==> src/sv/cile_pkg.sv <==
// ----------------------------------------------------------------------------
// cile_pkg
// Shared types and codes for the circular indexed list engine.
// ----------------------------------------------------------------------------
package cile_pkg;

  localparam int CileCapacity = 16;
  localparam int PosW         = 8;
  localparam int WordW        = 32;
  localparam int StatusW      = 2;
  localparam int CountOutW    = 5;

  localparam logic [1:0] OpInsert = 2'd0;
  localparam logic [1:0] OpRemove = 2'd1;
  localparam logic [1:0] OpRead   = 2'd2;
  localparam logic [1:0] OpClear  = 2'd3;

  localparam logic [StatusW-1:0] StOk    = 2'd0;
  localparam logic [StatusW-1:0] StRange = 2'd1;
  localparam logic [StatusW-1:0] StEmpty = 2'd2;
  localparam logic [StatusW-1:0] StFull  = 2'd3;

  typedef struct packed {
    logic [1:0]              op;
    logic [PosW-1:0]         position;
    logic signed [WordW-1:0] value;
  } cile_in_t;

  typedef struct packed {
    logic signed [WordW-1:0] data;
    logic [StatusW-1:0]      status;
    logic [CountOutW-1:0]    count;
  } cile_out_t;

  typedef enum logic [3:0] {
    S_IDLE,
    S_CHECK,
    S_INS_RD,
    S_INS_WR,
    S_REM_WORD,
    S_REM_RD,
    S_REM_WR,
    S_MOD,
    S_RD_ISSUE,
    S_RD_WAIT,
    S_OUT
  } cile_state_e;

endpackage

==> src/sv/circular_indexed_list_engine.sv <==
// ----------------------------------------------------------------------------
// circular_indexed_list_engine
// Bounded ordered list of signed words with insert, remove, read and clear.
// ----------------------------------------------------------------------------
// The list lives in a single-port-write, single-port-read memory with a
// registered read, and a small sequencer moves entries one at a time. Each
// transaction is accepted only when the engine is idle and yields exactly one
// result. Insert and remove shift the entries after position p one at a time,
// each by a read followed by a write through the memory port. Read first
// reduces the position modulo the count in eight restoring compare-and-subtract
// steps of the modulo unit, then issues one memory read. Clear and every error
// go straight to the result. The result is then held until the output
// transaction completes. Entries that were never written are never read, so
// the memory needs no clearing pass.
module circular_indexed_list_engine
  import cile_pkg::*;
#(
  parameter int CAPACITY = CileCapacity
) (
  input  logic      clk_i,
  input  logic      rst_ni,
  input  logic      in_valid_i,
  output logic      in_ready_o,
  input  cile_in_t  in_data_i,
  output logic      out_valid_o,
  input  logic      out_ready_i,
  output cile_out_t out_data_o
);

  localparam int CW   = $clog2(CAPACITY + 1);
  localparam int IW   = $clog2(CAPACITY);
  localparam int CmpW = (CW > PosW) ? CW : PosW;
  localparam int BitW = $clog2(PosW);

  cile_state_e              state_q, state_d;
  logic [1:0]               op_q, op_d;
  logic [PosW-1:0]          pos_q, pos_d;
  logic signed [WordW-1:0]  val_q, val_d;
  logic [CW-1:0]            cnt_q, cnt_d;
  logic [CW-1:0]            idx_q, idx_d;
  logic [CW-1:0]            rem_q, rem_d;
  logic [BitW-1:0]          bit_q, bit_d;
  cile_out_t                out_q, out_d;

  logic signed [WordW-1:0]  mem_q [CAPACITY];
  logic signed [WordW-1:0]  rd_data_q;
  logic                     mem_we, mem_re;
  logic [IW-1:0]            mem_waddr, mem_raddr;
  logic signed [WordW-1:0]  mem_wdata;

  logic [CW:0]              trial;
  logic [CW-1:0]            idx_dec, idx_inc;
  logic                     pos_gt_cnt, pos_ge_cnt, idx_gt_pos, idx_inc_lt_cnt;

  assign idx_dec        = idx_q - 1'b1;
  assign idx_inc        = idx_q + 1'b1;
  assign pos_gt_cnt     = CmpW'(pos_q) > CmpW'(cnt_q);
  assign pos_ge_cnt     = CmpW'(pos_q) >= CmpW'(cnt_q);
  assign idx_gt_pos     = CmpW'(idx_q) > CmpW'(pos_q);
  assign idx_inc_lt_cnt = (CW + 1)'(idx_inc) < (CW + 1)'(cnt_q);
  assign trial          = {rem_q, pos_q[bit_q]};

  always_ff @(posedge clk_i or negedge rst_ni) begin
    if (!rst_ni) begin
      state_q <= S_IDLE;
      cnt_q   <= '0;
    end else begin
      state_q <= state_d;
      cnt_q   <= cnt_d;
    end
  end

  always_ff @(posedge clk_i) begin
    op_q  <= op_d;
    pos_q <= pos_d;
    val_q <= val_d;
    idx_q <= idx_d;
    rem_q <= rem_d;
    bit_q <= bit_d;
    out_q <= out_d;
  end

  always_ff @(posedge clk_i) begin
    if (mem_we) begin
      mem_q[mem_waddr] <= mem_wdata;
    end
    if (mem_re) begin
      rd_data_q <= mem_q[mem_raddr];
    end
  end

  always_comb begin
    state_d   = state_q;
    op_d      = op_q;
    pos_d     = pos_q;
    val_d     = val_q;
    cnt_d     = cnt_q;
    idx_d     = idx_q;
    rem_d     = rem_q;
    bit_d     = bit_q;
    out_d     = out_q;
    mem_we    = 1'b0;
    mem_re    = 1'b0;
    mem_waddr = idx_q[IW-1:0];
    mem_raddr = idx_q[IW-1:0];
    mem_wdata = rd_data_q;

    unique case (state_q)
      S_IDLE: begin
        if (in_valid_i) begin
          op_d    = in_data_i.op;
          pos_d   = in_data_i.position;
          val_d   = in_data_i.value;
          state_d = S_CHECK;
        end
      end
      S_CHECK: begin
        out_d.data   = '0;
        out_d.status = StOk;
        out_d.count  = CountOutW'(cnt_q);
        unique case (op_q)
          OpInsert: begin
            if (pos_gt_cnt) begin
              out_d.status = StRange;
              state_d      = S_OUT;
            end else if (cnt_q == CW'(CAPACITY)) begin
              out_d.status = StFull;
              state_d      = S_OUT;
            end else begin
              idx_d   = cnt_q;
              state_d = S_INS_RD;
            end
          end
          OpRemove: begin
            if (cnt_q == '0) begin
              out_d.status = StEmpty;
              state_d      = S_OUT;
            end else if (pos_ge_cnt) begin
              out_d.status = StRange;
              state_d      = S_OUT;
            end else begin
              mem_re    = 1'b1;
              mem_raddr = pos_q[IW-1:0];
              idx_d     = CW'(pos_q);
              state_d   = S_REM_WORD;
            end
          end
          OpRead: begin
            if (cnt_q == '0) begin
              out_d.status = StEmpty;
              state_d      = S_OUT;
            end else begin
              rem_d   = '0;
              bit_d   = BitW'(PosW - 1);
              state_d = S_MOD;
            end
          end
          OpClear: begin
            cnt_d       = '0;
            out_d.count = '0;
            state_d     = S_OUT;
          end
          default: begin
            state_d = S_OUT;
          end
        endcase
      end
      S_INS_RD: begin
        if (idx_gt_pos) begin
          mem_re    = 1'b1;
          mem_raddr = idx_dec[IW-1:0];
          state_d   = S_INS_WR;
        end else begin
          mem_we      = 1'b1;
          mem_waddr   = pos_q[IW-1:0];
          mem_wdata   = val_q;
          cnt_d       = cnt_q + 1'b1;
          out_d.count = CountOutW'(cnt_d);
          state_d     = S_OUT;
        end
      end
      S_INS_WR: begin
        mem_we  = 1'b1;
        idx_d   = idx_dec;
        state_d = S_INS_RD;
      end
      S_REM_WORD: begin
        out_d.data = rd_data_q;
        state_d    = S_REM_RD;
      end
      S_REM_RD: begin
        if (idx_inc_lt_cnt) begin
          mem_re    = 1'b1;
          mem_raddr = idx_inc[IW-1:0];
          state_d   = S_REM_WR;
        end else begin
          cnt_d       = cnt_q - 1'b1;
          out_d.count = CountOutW'(cnt_d);
          state_d     = S_OUT;
        end
      end
      S_REM_WR: begin
        mem_we  = 1'b1;
        idx_d   = idx_inc;
        state_d = S_REM_RD;
      end
      S_MOD: begin
        if (trial >= (CW + 1)'(cnt_q)) begin
          rem_d = CW'(trial - (CW + 1)'(cnt_q));
        end else begin
          rem_d = CW'(trial);
        end
        bit_d = bit_q - 1'b1;
        if (bit_q == '0) begin
          state_d = S_RD_ISSUE;
        end
      end
      S_RD_ISSUE: begin
        mem_re    = 1'b1;
        mem_raddr = rem_q[IW-1:0];
        state_d   = S_RD_WAIT;
      end
      S_RD_WAIT: begin
        out_d.data = rd_data_q;
        state_d    = S_OUT;
      end
      S_OUT: begin
        if (out_ready_i) begin
          state_d = S_IDLE;
        end
      end
      default: begin
        state_d = S_IDLE;
      end
    endcase
  end

  assign in_ready_o  = (state_q == S_IDLE);
  assign out_valid_o = (state_q == S_OUT);
  assign out_data_o  = out_q;

endmodule
==> config.mk <==
export PLATFORM = sky130hd
export DESIGN_NAME = circular_indexed_list_engine
export DESIGN_NICKNAME = d
export VERILOG_FILES = /design/src/sv/cile_pkg.sv /design/src/sv/circular_indexed_list_engine.sv
export SDC_FILE = /design/constraint.sdc
export NUM_CORES = 1
export LEC_CHECK = 0
export BUFFER_PORTS_ARGS = -buffer_cell sky130_fd_sc_hd__buf_4
export CELL_PAD_IN_SITES_DETAIL_PLACEMENT = 0
export CELL_PAD_IN_SITES_GLOBAL_PLACEMENT = 1
export CORE_MARGIN = 2
export CORE_UTILIZATION = 53
export CTS_BUF_LIST = sky130_fd_sc_hd__clkbuf_16
export CTS_CLUSTER_DIAMETER = 50
export DETAILED_ROUTE_END_ITERATION = 8
export GPL_TIMING_DRIVEN = 1
export PLACE_DENSITY = 0.81
export SYNTH_ARGS = -nofsm -noshare
export SYNTH_HDL_FRONTEND = slang
export SYNTH_SLANG_ARGS = --single-unit
==> constraint.sdc <==
create_clock -name clk_i -period 4.7 [get_ports clk_i]
set_input_delay 1.175 -clock clk_i [delete_from_list [all_inputs] [get_ports clk_i]]
set_output_delay 1.175 -clock clk_i [all_outputs]
set_load 0.02 [all_outputs]
* Yosys cells after proc, flatten, opt, wreduce, memory -nomap -nowiden
Memories as Yosys holds them, arrays and structs flattened. A register that Yosys moved wholly into a read port is not among the register bits.
Cells that the tools add are included.
** Operators by class
- Reductions and logical operators :: 16
- Equality and inequality tests :: 26
- Add/sub/neg operators :: 6
- Mux-type cells :: 58
- $lt $le $gt $ge :: 6
** Operators with widths (number)
- $mux W4 :: 17
- $mux W32 :: 2
- $pmux W32 S2 :: 1
- $mux W5 :: 10
- $pmux W4 S10 :: 1
- $pmux W4 S4 :: 2
- $pmux W5 S3 :: 2
- $pmux W5 S2 :: 2
- $eq A4 B3 Y1 const B :: 4
- $eq A4 B4 Y1 const B :: 3
- $ne A3 B3 Y1 const B :: 4
- $add A5 B1 Y5 const B :: 2
- $mux W1 :: 10
- $ne A2 B2 Y1 const B :: 5
- $sub A5 B1 Y5 const B :: 2
- $reduce_and A3 Y1 :: 3
- $eq A4 B2 Y1 const B :: 2
- $ge A8 B5 Y1 :: 1
- $gt A5 B8 Y1 :: 1
- $gt A8 B5 Y1 :: 1
- $mux W2 :: 4
- $ge A6 B5 Y1 :: 1
- $mux W3 :: 2
- $pmux W2 S3 :: 1
- 23 further kinds :: 29
** Word-level totals
- Memories :: 1
- Input bits :: 46
- Logic and storage cells :: 124
- Output and inout port bits :: 41
- Memory bits (writable) :: 512
- Register bits after elaboration :: 103
** Memory list
- mem_q :: depth 16, bits a word 32, read ports 1, clocked after Yosys merged registers in 1, wr ports 1, line circular_indexed_list_engine.sv:45 : logic signed [WordW-1:0] mem_q [CAPACITY];

* Depth between registers and ports, before layout
Gate-level depths: netlist of run 1.
- Depth in word-level cells :: 5
- Mapped depth :: 16
- Gate-level depth less buffers :: 13

* Worst setup path after synthesis of run 1
No wires, ideal clock.
- Kind :: reg2reg
- From :: register pos_q[3]
- To :: memory mem_q[10][0] (enable)
- Setup time :: 421 ps
- Data required time :: 4279 ps
- Setup slack :: 687 ps
- Buffers on the path :: 2
- Data arrival time :: 3592 ps
- Cell stages (with the launch flop) :: 11
- Clock period less this slack :: 4013 ps
- Path through :: edfxtp_1 > inv_1 > ha_1 > and3_1 > a211oi_2 > a211o_1 > and2_1 > buf_2 > buf_1 > a32oi_1 > nor2_1
** Between the ends
- Word-level cells in the longest chain between the ends :: 5
- Elaborated cells between the ends (all ways) :: 7
- Classes of those cells :: 1 x order compare; 6 x mux
** Ends and longest elaborated chain
- start, declared :: line circular_indexed_list_engine.sv:37 : logic [PosW-1:0] pos_q, pos_d;
- start signal, assigned :: line circular_indexed_list_engine.sv:75 : pos_q <= pos_d;
- $gt A5 B8 Y1 :: line circular_indexed_list_engine.sv:59 : assign idx_gt_pos = CmpW'(idx_q) > CmpW'(pos_q);
- $mux W1 :: line circular_indexed_list_engine.sv:169 : if (idx_gt_pos) begin
- $pmux W1 S2 :: line circular_indexed_list_engine.sv:108 : unique case (state_q)
- $mux W1 :: line circular_indexed_list_engine.sv:84 : if (mem_we) begin
- $mux W1 (not written as such) :: line circular_indexed_list_engine.sv:85 : mem_q[mem_waddr] <= mem_wdata;
- end, declared :: line circular_indexed_list_engine.sv:45
Parallel ways exist; a longest one is shown, timed or not.

* Final worst setup path of run 1
- From :: register idx_q[0]
- To :: register rd_data_q[6], read port of mem_q (data pin)
** Between the ends
- Word-level cells in the longest chain between the ends :: 4
- Elaborated cells between the ends (all ways) :: 13
- Classes of those cells :: 2 x add/sub; 2 x order compare; 9 x mux
** Ends and longest elaborated chain
- start, declared :: line circular_indexed_list_engine.sv:40 : logic [CW-1:0] idx_q, idx_d;
- start signal, assigned :: line circular_indexed_list_engine.sv:77 : idx_q <= idx_d;
- $add A5 B1 Y5 / $mux W4 (equally long branches) :: line circular_indexed_list_engine.sv:56, circular_indexed_list_engine.sv:138
- $lt A5 B5 Y1 / $mux W4 (equally long branches) :: line circular_indexed_list_engine.sv:60, circular_indexed_list_engine.sv:135
- $mux W4 (tied with other cells) :: line circular_indexed_list_engine.sv:192 : if (idx_inc_lt_cnt) begin
- $pmux W4 S4 / $pmux W1 S4 (equally long branches) :: line circular_indexed_list_engine.sv:108
- end, declared :: line circular_indexed_list_engine.sv:46 : logic signed [WordW-1:0] rd_data_q;
Parallel ways exist; a longest one is shown, timed or not.
A chain may end at the register's enable or synchronous reset.

==> impl_results.rst, run 1 <==
.. list-table::
   :header-rows: 1

   * - Metric
     - Value
   * - Number of buffers added by the clock tree synthesis step
     - 73
   * - Core region area
     - 50100 sq um
   * - IO Count
     - 87
   * - Sequential fraction of design power
     - 0.382
   * - Result of the run
     - finished clean
   * - Static leakage
     - 10.8 nW
   * - Clk Tree Root Cell
     - sky130_fd_sc_hd__clkbuf_16
   * - Post_cts resized
     - 0
   * - Global-route wire length before repair
     - 94300 um
   * - Overall fraction of global-route tracks in use
     - 0.240
   * - DRC viols
     - 0
   * - Sequential-to-total area share from yosys stat
     - 0.723
   * - Classification of the worst setup path
     - reg2reg
   * - Final-stage net count
     - 1984
   * - Number of maximum-capacitance violations
     - 0
   * - Post-layout worst setup margin
     - 0.371 ns
   * - Crit path launch type
     - flip-flop
   * - Net switching share of the total power
     - 0.353
   * - Seq cells post-synth
     - 647
   * - Vias in the first global route
     - 15.5k
   * - Setup skew after layout
     - 0.0267 ns
   * - P_sw
     - 7.98 mW
   * - Max Root-Sink Buffers
     - 3
   * - Commonest register cell after synthesis
     - sky130_fd_sc_hd__edfxtp_1
   * - DIE AREA
     - 52400 sq um
   * - CTS Sinks
     - 647
   * - Die outline height
     - 229 um
   * - Post-synthesis cell type with the largest combined area
     - sky130_fd_sc_hd__edfxtp_1
   * - Initial core utilization
     - 0.536
   * - Number of endpoints failing setup at the final stage
     - 0
   * - Relative area change from synthesis to final layout
     - 16.3%
   * - Layout fillers
     - 3704
   * - Avg Synthesized Cell Area
     - 15.0 sq um
   * - Most common cell after layout, fill and taps aside
     - sky130_fd_sc_hd__edfxtp_1
   * - Number of setup buffers added after CTS
     - 0
   * - Sum of negative setup slack
     - 0 ns
   * - Worst rel slew slack
     - 0.175
   * - Antenna violations before repair
     - 0
   * - Rows
     - 82
   * - Most area-consuming cells after synthesis
     - sky130_fd_sc_hd__edfxtp_1 (71%), sky130_fd_sc_hd__nand2_1 (3.2%), sky130_fd_sc_hd__mux2i_1 (2.8%)
   * - DRC marker count from the first detailed-route iteration
     - 1437
   * - Routed WL per cell
     - 23.7 um
   * - Share of the core filled with cells
     - 0.623
   * - Fraction of power consumed by combinational cells
     - 0.370
   * - GR Overflow Total
     - 0
   * - CTS tree
     - done
   * - RSZ-0062 raised after global routing
     - false
   * - Required time of the critical path
     - 5.17 ns
   * - Worst setup slack before clock tree synthesis
     - 0.429 ns
   * - Critical Path Fanout Max
     - 26
   * - Maximum frequency from static timing analysis
     - 0.231 GHz
   * - Crit path capture type
     - flip-flop
   * - Pin count of the biggest net entering global routing
     - 75
   * - CTS H-Tree Depth
     - 3
   * - Ant. Diodes
     - 0
   * - Synthesis Warnings
     - 0
   * - HPWL after detailed placement
     - 35500 um
   * - Instance area at placement
     - 28800 sq um
   * - Hold_buf cts
     - 0
   * - Worst Path Arrival
     - 4.80 ns
   * - Highest-count cells in the layout ignoring fill and taps
     - sky130_fd_sc_hd__edfxtp_1 (638), sky130_fd_sc_hd__nand2_1 (228), sky130_fd_sc_hd__buf_4 (136), sky130_fd_sc_hd__a211oi_1 (97), sky130_fd_sc_hd__and2_1 (85)
   * - Final Critical Period
     - 4.33 ns
   * - Share of flip-flops with an asynchronous set or reset
     - 0.0139
   * - Synthesized netlist net count
     - 1857
   * - Post-route standard cell area excluding fillers
     - 31200 sq um
   * - Cell internal power dissipation
     - 14.6 mW
   * - P per Cell Area
     - 724 nW/um^2
   * - Min-Delay Path Class
     - in2async
   * - Number of vias per cell after detailed routing
     - 5.96
   * - Overall power consumption
     - 22.6 mW
   * - Maximum ir drop on the vdd rail
     - 0.000389 V
   * - CTS clk-pin slew, worst paths
     - 0.05 ns
   * - First-pass iteration count of the detailed router
     - 5
   * - Number of enable-type register cells in the synthesized netlist
     - 638
   * - Syn Std Cell Area
     - 26800 sq um
   * - Area share of the leading cell type in the synthesized netlist
     - 0.714
   * - Tightest Pin Transition
     - 1.24 ns
   * - Hold violation total from the final report
     - 0
   * - Number of unique standard cell types used by synthesis
     - 67
   * - Clock power frac
     - 0.248
   * - Share of final-layout standard cells stronger than drive strength 1
     - 0.185
   * - Post-DRT Antenna Nets
     - 0
   * - Total length of routed wires
     - 62400 um
   * - Final number of max-transition violations
     - 0
   * - Mapped Cells
     - 1783
   * - Number of port buffers
     - 86
   * - Placer's final routability congestion estimate
     - 0.865
   * - Period utilization
     - 0.921
   * - Overall die width
     - 229 um
   * - Vias after detailed routing
     - 15.7k
   * - Clock latency of the later-clocked register in the worst-skew pair
     - 0.63 ns
==> Yosys cell counts (2+ instances only) <==
cell	number
sky130_fd_sc_hd__buf_1	5
sky130_fd_sc_hd__nor2_1	58
sky130_fd_sc_hd__dfrtp_1	9
sky130_fd_sc_hd__a31oi_1	70
sky130_fd_sc_hd__o21ai_0	26
sky130_fd_sc_hd__a221oi_1	2
sky130_fd_sc_hd__edfxtp_1	638
sky130_fd_sc_hd__a221o_1	31
sky130_fd_sc_hd__buf_4	11
sky130_fd_sc_hd__nor4_1	2
sky130_fd_sc_hd__clkbuf_1	46
sky130_fd_sc_hd__nand4_1	2
sky130_fd_sc_hd__nand2_1	228
sky130_fd_sc_hd__o211ai_1	4
sky130_fd_sc_hd__nand3_1	14
sky130_fd_sc_hd__nand2b_1	9
sky130_fd_sc_hd__o221ai_1	3
sky130_fd_sc_hd__mux2i_1	75
sky130_fd_sc_hd__o32a_1	2
sky130_fd_sc_hd__and2_1	87
sky130_fd_sc_hd__mux2_2	64
sky130_fd_sc_hd__o32ai_1	32
sky130_fd_sc_hd__a211o_1	2
sky130_fd_sc_hd__inv_1	23
sky130_fd_sc_hd__a32oi_1	5
sky130_fd_sc_hd__a21oi_1	23
sky130_fd_sc_hd__and2_0	45
sky130_fd_sc_hd__o22ai_1	2
sky130_fd_sc_hd__fa_1	2
sky130_fd_sc_hd__xnor2_1	8
sky130_fd_sc_hd__a41o_1	2
sky130_fd_sc_hd__or2_2	2
sky130_fd_sc_hd__nor3_1	6
sky130_fd_sc_hd__a211oi_1	97
sky130_fd_sc_hd__mux4_2	2
sky130_fd_sc_hd__a21o_1	7
sky130_fd_sc_hd__and3_1	34
sky130_fd_sc_hd__xor2_1	5
sky130_fd_sc_hd__buf_2	41
sky130_fd_sc_hd__nor3b_1	2
sky130_fd_sc_hd__nor2b_1	6
sky130_fd_sc_hd__ha_1	26
==> metrics by stage <==
step / instances / hold slack [ns]
CTS: 2639 / 0.357
global route: 2639 / 0.366
global placement: 2507 / 0.556
detailed placement: 2507 / 0.535
floorplan: 1783 / 0.520
finish: 2639 / 0.380
==> worst max-delay path, cell delays in order, from the launching register on <==
cell and delay, ns:
sky130_fd_sc_hd__edfxtp_1 0.49, sky130_fd_sc_hd__ha_1 0.28, sky130_fd_sc_hd__nand3_1 0.11, sky130_fd_sc_hd__xnor2_1 0.22
sky130_fd_sc_hd__ha_1 0.31, sky130_fd_sc_hd__nor3_1 0.11, sky130_fd_sc_hd__o21ai_2 0.19, sky130_fd_sc_hd__o41ai_4 0.16
sky130_fd_sc_hd__a221oi_1 0.61, sky130_fd_sc_hd__o311a_4 0.55, sky130_fd_sc_hd__buf_4 0.36, sky130_fd_sc_hd__nand2_1 0.08
sky130_fd_sc_hd__and3_1 0.16, sky130_fd_sc_hd__o32ai_1 0.37, sky130_fd_sc_hd__a221o_1 0.18
==> per-layer routing <==
metal | GRT usage | vias up | share of wire
met5 | 0 | - | 0
met1 | 0.324 | 7921 | 0.42
met2 | 0.393 | 559 | 0.49
met4 | 0.0820 | 0 | 0.027
li1 | - | 7137 | -
met3 | 0.0455 | 122 | 0.065
==> final timing paths <==
check | start | to | slack [ns] | cells after the start
min in group clk_i | rd_data_q[8]$_DFFE_PP_ | out_data_o[15]$_SDFFCE_PN0P_ | 0.55 | 1
worst max-delay path | idx_q[0]$_DFFE_PP_ | rd_data_q[6]$_DFFE_PP_ | 0.37 | 14
worst min register to register | rd_data_q[8]$_DFFE_PP_ | out_data_o[15]$_SDFFCE_PN0P_ | 0.55 | 1
worst max register to register | idx_q[0]$_DFFE_PP_ | rd_data_q[6]$_DFFE_PP_ | 0.37 | 14
max in group asynchronous | rst_ni | cnt_q[3]$_DFFE_PN0P_ | 4.19 | 1
worst min-delay path | rst_ni | state_q[0]$_DFFE_PN0P_ | 0.38 | 1
==> power by group through the flow <==
stage	logic (mW)	registers (mW)	clock network [mW]
4_1_cts	8.36	8.63	5.69
5_1_grt	9.02	8.69	5.92
2_1_floorplan	5.44	8.75	0
6_report	8.34	8.63	5.60
3_5_place_dp	8.33	8.74	0
3_3_place_gp	8.12	8.74	0
==> cells by family (layout without fill, tap and decap cells) <==
kind of cell | count (synthesis) | in the layout | share of synthesized area
flip-flops | 647 | 647 | 0.723
multiplexers | 142 | 142 | 0.0570
AO/OA/AOI/OAI | 323 | 323 | 0.0900
adder cells (fa/ha/maj) | 28 | 28 | 0.0136
XOR/XNOR | 13 | 13 | 0.00425
AND/OR/NAND/NOR | 502 | 502 | 0.0906
buffers and inverters | 128 | 312 | 0.0217
==> layout make-up <==
type                    count  area, sq um  share of cell area
clock inverters            59          589              0.0189
well taps                 672          841              0.0270
repair buffers            156         1420              0.0456
clock buffers              73         1830              0.0586
flip-flops and latches    647        19400               0.622
multi-input cells        1008         7020               0.225
inverters                  24         90.1             0.00289
==> flip-flops by register name, indices dropped and copies added (netlist names), 3 cells and up <==
signal	count
cnt_q	5
out_data_o	39
pos_q	8
state_q	4
bit_q	3
mem_q	512
rem_q	5
val_q	32
rd_data_q	32
idx_q	5
Note: power is estimated with default switching activity, not from simulation.
==> run 2: changes to the inputs <==
--- a/config.mk
+++ b/config.mk
@@ -14,6 +14,7 @@
 export CTS_CLUSTER_DIAMETER = 50
 export DETAILED_ROUTE_END_ITERATION = 8
 export GPL_TIMING_DRIVEN = 1
+export MAX_ROUTING_LAYER = met4
 export PLACE_DENSITY = 0.81
 export SYNTH_ARGS = -nofsm -noshare
 export SYNTH_HDL_FRONTEND = slang
==> impl_results.rst, run 2 (synthesized netlist as in run 1, its figures left out) <==
.. list-table::
   :header-rows: 1

   * - Metric
     - Value
   * - Post_cts resized
     - 0 (unchanged)
   * - Initial core utilization
     - 0.536 (unchanged)
   * - HPWL after detailed placement
     - 34900 um (-1.7%)
   * - Share of the core filled with cells
     - 0.620 (-0.00265)
   * - Rows
     - 82 (unchanged)
   * - Sum of negative setup slack
     - 0 ns (unchanged)
   * - Max Root-Sink Buffers
     - 3 (unchanged)
   * - CTS clk-pin slew, worst paths
     - 0.06 ns (about the same)
   * - Number of port buffers
     - 86 (unchanged)
   * - Cell repeated most along the worst path
     - sky130_fd_sc_hd__ha_1
   * - Static leakage
     - 10.7 nW (-0.73%)
   * - Final number of max-transition violations
     - 0 (unchanged)
   * - Final Critical Period
     - 4.27 ns (-0.0547 ns)
   * - Classification of the worst setup path
     - reg2reg
   * - Crit path launch type
     - flip-flop
   * - Hold violation total from the final report
     - 0 (unchanged)
   * - Tightest Pin Transition
     - 1.33 ns (+0.0897 ns)
   * - Maximum ir drop on the vdd rail
     - 0.000465 V (+20%)
   * - Overall power consumption
     - 22.3 mW (-1.2%)
   * - Overall fraction of global-route tracks in use
     - 0.248 (+0.00817)
   * - CTS Sinks
     - 647 (unchanged)
   * - RSZ-0062 raised after global routing
     - false
   * - Required time of the critical path
     - 5.06 ns (-0.11 ns)
   * - Worst Path Arrival
     - 4.64 ns (-0.16 ns)
   * - Max FFs per register
     - 512 (unchanged)
   * - GR Overflow Total
     - 0 (unchanged)
   * - Setup skew after layout
     - 0.0311 ns (+0.00437 ns)
   * - Clock latency of the later-clocked register in the worst-skew pair
     - 0.61 ns (-0.02 ns)
   * - CTS tree
     - done
   * - First-pass iteration count of the detailed router
     - 5 (unchanged)
   * - Vias after detailed routing
     - 15.6k (-0.60%)
   * - Buf/Inv on CP
     - 2 (+1)
   * - Placer's final routability congestion estimate
     - 0.856 (-1.1%)
   * - Crit path cell chain
     - ha_1, nand3_1, xnor2_1, ha_1, nor3_1, o21ai_2, o41ai_4, a221oi_1, o311ai_4, buf_12, buf_4, and2_1, a211oi_1, a31oi_1, a221o_1
   * - Clk Tree Root Cell
     - sky130_fd_sc_hd__clkbuf_16
   * - Crit path capture type
     - flip-flop
   * - Critical register-to-register path startpoint
     - idx_q[0]$_DFFE_PP_
   * - Total length of routed wires
     - 62500 um (+0.15%)
   * - DRC viols
     - 0 (unchanged)
   * - Period utilization
     - 0.909 (-0.0116)
   * - Highest-count cells in the layout ignoring fill and taps
     - sky130_fd_sc_hd__edfxtp_1 (638), sky130_fd_sc_hd__nand2_1 (228), sky130_fd_sc_hd__buf_4 (122), sky130_fd_sc_hd__a211oi_1 (97), sky130_fd_sc_hd__and2_1 (85)
   * - Relative area change from synthesis to final layout
     - 15.8%
   * - Slowest stage cell, crit path
     - sky130_fd_sc_hd__a221oi_1
   * - DRC marker count from the first detailed-route iteration
     - 1642 (+14%)
   * - Vias in the first global route
     - 15.4k (-0.64%)
   * - Delay-heaviest family, CP
     - compound AO/OA/AOI/OAI gates
   * - Die outline height
     - 229 um (unchanged)
   * - Critical Path Fanout Max
     - 22 (-15%)
   * - Final-stage net count
     - 1974 (-0.50%)
   * - Number of endpoints failing setup at the final stage
     - 0 (unchanged)
   * - Core region area
     - 50100 sq um (unchanged)
   * - Register with the highest flop count
     - mem_q
   * - DIE AREA
     - 52400 sq um (unchanged)
   * - CTS H-Tree Depth
     - 3 (unchanged)
   * - IO Count
     - 87 (unchanged)
   * - Number of buffers added by the clock tree synthesis step
     - 73 (unchanged)
   * - Overall die width
     - 229 um (unchanged)
   * - Hold_buf cts
     - 0 (unchanged)
   * - Most common cell after layout, fill and taps aside
     - sky130_fd_sc_hd__edfxtp_1
   * - Maximum frequency from static timing analysis
     - 0.234 GHz (+1.3%)
   * - Global-route wire length before repair
     - 94200 um (about the same)
   * - Number of vias per cell after detailed routing
     - 5.95 (-0.26%)
   * - Min-Delay Path Class
     - in2async
   * - Number of setup buffers added after CTS
     - 0 (unchanged)
   * - Post-layout instance count excluding filler cells
     - 2630 (-0.34%)
   * - Result of the run
     - finished clean
   * - Sequential Area
     - 19400 sq um (unchanged)
   * - Minimum hold slack
     - 0.386 ns (+0.00580 ns)
   * - Delay of the slowest critical-path stage
     - 0.59 ns (-0.02 ns)
   * - Inst Count DP
     - 2497 (-0.40%)
   * - Share of final-layout standard cells stronger than drive strength 1
     - 0.181 (-0.00375)
   * - Layout fillers
     - 3685 (-0.51%)
   * - Routed WL per cell
     - 23.8 um (+0.50%)
   * - P per Cell Area
     - 719 nW/um^2 (-0.76%)
   * - Startpoint of the worst setup timing path
     - idx_q[0]$_DFFE_PP_
   * - Antenna violations before repair
     - 0 (unchanged)
   * - Post-DRT Antenna Nets
     - 0 (unchanged)
   * - Worst rel slew slack
     - 0.115 (-0.0599)
   * - Ant. Diodes
     - 0 (unchanged)
   * - Number of maximum-capacitance violations
     - 0 (unchanged)
   * - Pin count of the biggest net entering global routing
     - 128 (+71%)
   * - Multi-input gate area in the final layout
     - 7020 sq um (unchanged)
-- run 2: changes by cell type in the layout (fill, tap and decap cells not counted), moves of 3 or more --
cell / previous run / this run
sky130_fd_sc_hd__clkinv_2: 6 / 14
sky130_fd_sc_hd__buf_4: 136 / 122
sky130_fd_sc_hd__inv_1: 41 / 36
sky130_fd_sc_hd__clkinv_1: 8 / 13
sky130_fd_sc_hd__bufinv_16: 7 / 4
sky130_fd_sc_hd__buf_12: 20 / 24
sky130_fd_sc_hd__clkbuf_16: 73 / 76
-- run 2: where the power goes --
part,total (mW),internal (mW),leakage [nW],switching (mW)
clock network,5.40,3.17,1.19,2.23
registers,8.64,8.31,5.92,0.328
logic,8.27,2.97,3.60,5.31
total,22.3,14.4,10.7,7.87
-- run 2: cell type report --
type | count | share of cell area
clock buffer | 76 | 0.0613
sequential | 647 | 0.624
timing repair buffer | 146 | 0.0450
multi-input combinational | 1008 | 0.226
clock inverter | 57 | 0.0131
inverter | 24 | 0.00290
tap | 672 | 0.0271
-- run 2: path summary, 6_finish.rpt --
check                                          endpoint  slack, ns  cells after the start
setup / recovery                 rd_data_q[2]$_DFFE_PP_       0.43                     15
hold / removal                     cnt_q[1]$_DFFE_PN0P_       0.39                      1
setup reg to reg                 rd_data_q[2]$_DFFE_PP_       0.43                     15
hold reg to reg            out_data_o[13]$_SDFFCE_PN0P_       0.56                      1
max in group asynchronous        state_q[3]$_DFFE_PN0P_       4.18                      1
min in group clk_i         out_data_o[13]$_SDFFCE_PN0P_       0.56                      1
-- run 2: routing by layer --
metal,GRT usage,vias up,part of all wire
li1,-,7134,-
met1,0.323,7882,0.42
met2,0.402,524,0.49
met3,0.0410,105,0.063
met4,0.0775,0,0.022
met5,-,-,0
-- run 2: per-stage QoR --
stage / cell area [sq um] / setup WS (ns)
final: 31000 / 0.426
after global routing: 31000 / 0.143
after CTS: 31000 / 0.373
after detailed placement: 28700 / 0.403
after global placement: 28700 / 0.599
after floorplan: 26800 / 0.687
-- run 2: worst reg2reg max path, stage by stage (launching register included) --
cell and delay (ns):
sky130_fd_sc_hd__edfxtp_1 0.52, sky130_fd_sc_hd__ha_1 0.29, sky130_fd_sc_hd__nand3_1 0.11, sky130_fd_sc_hd__xnor2_1 0.21
sky130_fd_sc_hd__ha_1 0.30, sky130_fd_sc_hd__nor3_1 0.10, sky130_fd_sc_hd__o21ai_2 0.18, sky130_fd_sc_hd__o41ai_4 0.15
sky130_fd_sc_hd__a221oi_1 0.60, sky130_fd_sc_hd__o311ai_4 0.21, sky130_fd_sc_hd__buf_12 0.23, sky130_fd_sc_hd__buf_4 0.25
sky130_fd_sc_hd__and2_1 0.18, sky130_fd_sc_hd__a211oi_1 0.30, sky130_fd_sc_hd__a31oi_1 0.11, sky130_fd_sc_hd__a221o_1 0.33
